`config.mk`:
```
export PLATFORM = sky130hd
export DESIGN_NAME = mats_core
export DESIGN_NICKNAME = d
export VERILOG_FILES = /design/src/rtl/mats_pkg.sv /design/src/rtl/mats_core.sv
export SDC_FILE = /design/constraint.sdc
export NUM_CORES = 1
export LEC_CHECK = 0
export BUFFER_PORTS_ARGS = -buffer_cell sky130_fd_sc_hd__buf_4
export CAP_MARGIN = 10
export CORE_MARGIN = 8
export CORE_UTILIZATION = 40
export CTS_CLUSTER_DIAMETER = 30
export DETAILED_ROUTE_END_ITERATION = 8
export PLACE_DENSITY = 0.83
export SLEW_MARGIN = 20
export SYNTH_ARGS = -nofsm -noshare
export SYNTH_HDL_FRONTEND = slang
export SYNTH_SLANG_ARGS = --single-unit
```
`constraint.sdc`:
```
create_clock -name clk -period 3.8 [get_ports clk]
set_input_delay 0.57 -clock clk [delete_from_list [all_inputs] [get_ports clk]]
set_output_delay 0.57 -clock clk [all_outputs]
set_load 0.01 [all_outputs]
```
`src/rtl/mats_pkg.sv`:
```
// shared types and constants for the multicolour ant torus step block
`default_nettype none

package mats_pkg;

  // grid geometry
  localparam int GridSide  = 64;
  localparam int CoordW    = 6;
  localparam int AddrW     = 2 * CoordW;
  localparam int GridDepth = GridSide * GridSide;
  localparam int CenterPos = GridSide / 2;

  // cell states and rule registers
  localparam int CellW     = 6;
  localparam int MaxStates = 64;
  localparam int LenW      = 7;
  localparam int RuleW     = 64;
  localparam int CfgIdxW   = 1;

  // stream payload widths
  localparam int InDataW  = 16;
  localparam int OutDataW = 24;

  typedef logic [CoordW-1:0] coord_t;
  typedef logic [CellW-1:0]  cell_t;
  typedef logic [AddrW-1:0]  addr_t;
  typedef logic [LenW-1:0]   len_t;

  typedef enum logic {
    CMD_STEP = 1'b0,
    CMD_READ = 1'b1
  } cmd_t;

  typedef enum logic [1:0] {
    HEAD_NORTH = 2'd0,
    HEAD_EAST  = 2'd1,
    HEAD_SOUTH = 2'd2,
    HEAD_WEST  = 2'd3
  } heading_t;

  typedef enum logic [CfgIdxW-1:0] {
    REG_TURN_RULE   = 1'b0,
    REG_RULE_LENGTH = 1'b1
  } reg_index_t;

  typedef enum logic {
    ST_IDLE = 1'b0,
    ST_CALC = 1'b1
  } core_state_t;

  // request from the ant core to the grid memory
  typedef struct packed {
    logic  wr_en;
    addr_t wr_addr;
    cell_t wr_data;
    logic  rd_en;
    addr_t rd_addr;
  } mem_req_t;

  localparam coord_t CoordMax   = coord_t'(GridSide - 1);
  localparam coord_t CoordReset = coord_t'(CenterPos);
  localparam len_t   LenMax     = len_t'(MaxStates);

endpackage

`default_nettype wire

```
`src/rtl/mats_core.sv`:
```
// ant state, step sequencer and result register
`default_nettype none

module mats_core
  import mats_pkg::*;
(
  input  wire logic            clk,
  input  wire logic            rst,
  input  wire logic            clearing,
  input  wire logic [RuleW-1:0] turn_rule,
  input  wire len_t            rule_length,
  input  wire logic            in_valid,
  output logic                 in_ready,
  input  wire cmd_t            command,
  input  wire coord_t          read_x,
  input  wire coord_t          read_y,
  output logic                 out_valid,
  input  wire logic            out_ready,
  output coord_t               ant_x,
  output coord_t               ant_y,
  output heading_t             heading,
  output cell_t                cell_value,
  output mem_req_t             req,
  input  wire cell_t           rd_data
);

  core_state_t state, state_next;
  coord_t      pos_x, pos_y;
  heading_t    facing;
  cmd_t        cmd_q;

  logic     accept;
  len_t     eff_len;
  len_t     cell_inc;
  cell_t    next_cell;
  heading_t facing_next;
  coord_t   pos_x_next, pos_y_next;

  // effective number of states, clamped to 1..MaxStates
  always_comb begin
    if (rule_length == '0) begin
      eff_len = len_t'(1);
    end else if (rule_length > LenMax) begin
      eff_len = LenMax;
    end else begin
      eff_len = rule_length;
    end
  end

  // new cell value and turn from the cell under the ant
  always_comb begin
    cell_inc  = len_t'(rd_data) + len_t'(1);
    next_cell = (cell_inc >= eff_len) ? '0 : cell_inc[CellW-1:0];
    if (turn_rule[rd_data]) begin
      facing_next = heading_t'(2'(facing + 2'd1));
    end else begin
      facing_next = heading_t'(2'(facing + 2'd3));
    end
  end

  // move one cell in the new heading, wrapping at the edges
  always_comb begin
    pos_x_next = pos_x;
    pos_y_next = pos_y;
    unique case (facing_next)
      HEAD_NORTH: pos_y_next = (pos_y == '0) ? CoordMax : pos_y - coord_t'(1);
      HEAD_EAST:  pos_x_next = (pos_x == CoordMax) ? '0 : pos_x + coord_t'(1);
      HEAD_SOUTH: pos_y_next = (pos_y == CoordMax) ? '0 : pos_y + coord_t'(1);
      HEAD_WEST:  pos_x_next = (pos_x == '0) ? CoordMax : pos_x - coord_t'(1);
      default:    pos_x_next = pos_x;
    endcase
  end

  // handshake, memory requests and next state
  always_comb begin
    in_ready    = (state == ST_IDLE) && !clearing && (!out_valid || out_ready);
    accept      = in_valid && in_ready;
    req.rd_en   = accept;
    req.rd_addr = (command == CMD_READ) ? {read_y, read_x} : {pos_y, pos_x};
    req.wr_en   = (state == ST_CALC) && (cmd_q == CMD_STEP);
    req.wr_addr = {pos_y, pos_x};
    req.wr_data = next_cell;
    state_next  = state;
    unique case (state)
      ST_IDLE: if (accept) state_next = ST_CALC;
      ST_CALC: state_next = ST_IDLE;
      default: state_next = ST_IDLE;
    endcase
  end

  // state register
  always_ff @(posedge clk) begin
    if (rst) begin
      state <= ST_IDLE;
    end else begin
      state <= state_next;
    end
  end

  // ant position and heading
  always_ff @(posedge clk) begin
    if (rst) begin
      pos_x  <= CoordReset;
      pos_y  <= CoordReset;
      facing <= HEAD_NORTH;
    end else if (state == ST_CALC && cmd_q == CMD_STEP) begin
      pos_x  <= pos_x_next;
      pos_y  <= pos_y_next;
      facing <= facing_next;
    end
  end

  // command held across the memory read
  always_ff @(posedge clk) begin
    if (accept) begin
      cmd_q <= command;
    end
  end

  // result register
  always_ff @(posedge clk) begin
    if (rst) begin
      out_valid <= 1'b0;
    end else if (state == ST_CALC) begin
      out_valid <= 1'b1;
    end else if (out_ready) begin
      out_valid <= 1'b0;
    end
  end

  always_ff @(posedge clk) begin
    if (state == ST_CALC) begin
      if (cmd_q == CMD_STEP) begin
        ant_x      <= pos_x_next;
        ant_y      <= pos_y_next;
        heading    <= facing_next;
        cell_value <= next_cell;
      end else begin
        ant_x      <= pos_x;
        ant_y      <= pos_y;
        heading    <= facing;
        cell_value <= rd_data;
      end
    end
  end

endmodule

`default_nettype wire

```
==> results.tsv <==
metric	value	unit
yosysTopAreaCellShare	20.0	%
avgSynthCellArea	8.98	um2
num_antenna_cells	0	
fmax	283	MHz
setup_viol	0	
grt_pass1_vias	3380	
grt_remaining_overflow	0	
numCtsBuffers	5	
drt_iter0_drc	87	
viasPerCell	5.40	
grtUsageTotal	18.1	%
worst-setup-path-type	in -> reg	
cts_tree	built	
grt_antenna_before_repair	0	
grt_setup_unrepaired	no	
vias	3205	
critical-path-max-stage-delay	0.57	ns
clk_pin_slew_worst_paths	0.08	ns
postCtsSetupBuffers	0	
core	0.00769	mm2
path_cells	buf_4 > mux4_1 > mux4_2 > mux2_4 > mux2i_4 > xnor2_1 > ha_1 > o31ai_1 > inv_1 > a221o_1 > a21boi_0 > mux2i_1	
synth_top_family_by_area	multiplexers	
max-cap-violations	0	
ir_drop	0.112	mV
synth.area.top_cells	edfxtp_1 (20%), dfxtp_1 (10%), mux4_1 (7.5%)	
layout_commonest_cell	buf_4	
drc	0	
synthCells	351	
ys_ff_latch	37	
ios	149	
crit_required	3.83	ns
regArea	951	um2
tns	0	ns
area_growth	41.3	%
htreeDepth	2	
synth_compound_area_share	17.0	%
powerDensity	268	mW/mm2
hold_viol	0	
status	finished, final reports clean	
routed_wl	10.1	mm
crit_arrival	3.57	ns
multi_input_area	0.00198	mm2
clock_skew	0.00604	ns
synth_simple_gate_area_share	16.2	%
cts_sinks	37	
syn_area	0.00315	mm2
dr.pass1.iters	4	
p_total	1.19	mW
crit_slowest_cell	mux4_1	
synth.area.mux_share	19.5	%
clockRootBuffer	clkbuf_8	
hold_class	in -> reg	
yosysSeqAreaShare	30.2	%
fin_crit	3.54	ns
ys.warnings.count	0	
num_rows	32	
drv_slew	0	
min_path_cells	2	
final_util	57.9	%
die_w	105	um
async_flop_share	0	%
fill_cells	666	
io_buffers	148	
cp-start-kind	input pin	
fp.dieH	105	um
cp-end-kind	register	
initial_core_util	41.0	%
ctsResizeCount	0	
synth_top_area_cell	edfxtp_1	
synth_adder_area_share	6.75	%
place_congestion	0.952	
synthDistinctLibCells	48	
synth_xor_area_share	3.33	%
ant_nets	0	
die-area	0.0110	mm2
finalCritPeriodShare	93.0	%
drive_gt1_share	36.9	%
p_leak	2.01	nW
r2r_cells	7	
hpwl	8.31	mm
grt_max_degree	34	
relSlewSlack	58.0	%
final_cell_mix	buf_4 (159), nand2_1 (35), nor2_1 (33)	
timing.hold.ws	0.515	ns
grt_pass1_wl	16.6	mm
synth-main-ff-cell	edfxtp_1	
clk_latency	0.29	ns
fin_nets	602	
critPathMaxFanout	15	
tightest_slew	0.629	ns
clk_path_buf_depth	2	
synth.net_count	463	
wire_per_inst	17.1	um
cts_hold_buffers	0	
synth-edff-count	21	
==> area by class of cell <==
class | instances | share of cell area [%]
Tap cell | 102 | 2.87
Sequential cell | 37 | 21.3
Timing Repair Buffer | 159 | 26.8
Multi-Input combinational cell | 262 | 44.4
Inverter | 25 | 2.11
Clock buffer | 5 | 1.54
Clock inverter | 3 | 0.927
==> through the flow <==
step                setup WS [ns]  cell area, um2  instances
floorplan                  0.0157            3150        351
detailed placement        -0.0360            4340        585
finish                      0.264            4450        593
global route               0.0305            4450        593
CTS                         0.273            4450        593
global placement           0.0503            4340        585
==> critical path: cells and delay by family <==
family          cells  cell delay [ns]
compound gates      3             0.70
xor+xnor            1             0.12
fa+ha+maj           1             0.25
buf+inv             2             0.31
mux                 5             1.61
==> kinds of logic (layout without fill, tap and decap cells) <==
family,after synthesis,after routing
compound gates,83,83
xor+xnor,12,12
fa+ha+maj,17,17
buf+inv,52,192
flops,37,37
mux,38,38
simple gates,112,112
==> final timing paths <==
| check | slack [ns] | end | startpoint |
|---|---|---|---|
| worst max-delay path | 0.26 | ant_y[3] | rd_data[1] |
| worst min-delay path | 0.51 | state | in_valid |
| worst max register to register | 1.58 | ant_y[3] | pos_y[1] |
| worst min register to register | 0.53 | facing[1] | facing[1] |
==> routing by layer <==
layer  up-vias  GRT usage (%)  wire (um)
met5         -              0          0
met4         0           5.81        167
met3        17           7.49       1070
met2       167           31.4       4700
met1      1464           19.6       4190
li1       1557              -          -
==> cell usage after synthesis (all sizes together) (3+ instances only) <==
cell and instances:
nand3b 4, mux2 8, clkbuf 21, nor3 9
nand2 35, o21ai 28, o21a 4, a21o 5
dfxtp 16, o31ai 7, inv 25, xor2 3
ha 17, nor2 33, nor2b 3, or3 3
mux4 14, buf 6, edfxtp 21, xnor2 9
mux2i 16, nand3 13, o211ai 5, a21oi 16
nand4 5
==> sequential cells by signal, indices dropped and copies added, names as in the netlist <==
signal and flops:
state 1, cmd_q 1, cell_value 6, ant_x 6
out_valid 1, facing 2, pos_x 6, heading 2
ant_y 6, pos_y 6
==> power breakdown <==
part / leakage (nW) / internal, mW / total [mW] / switching, mW
combinational: 1.64 / 0.219 / 0.410 / 0.191
clock: 0.0518 / 0.193 / 0.333 / 0.140
sequential: 0.322 / 0.440 / 0.451 / 0.0106
(Power assumes the default switching activity.)
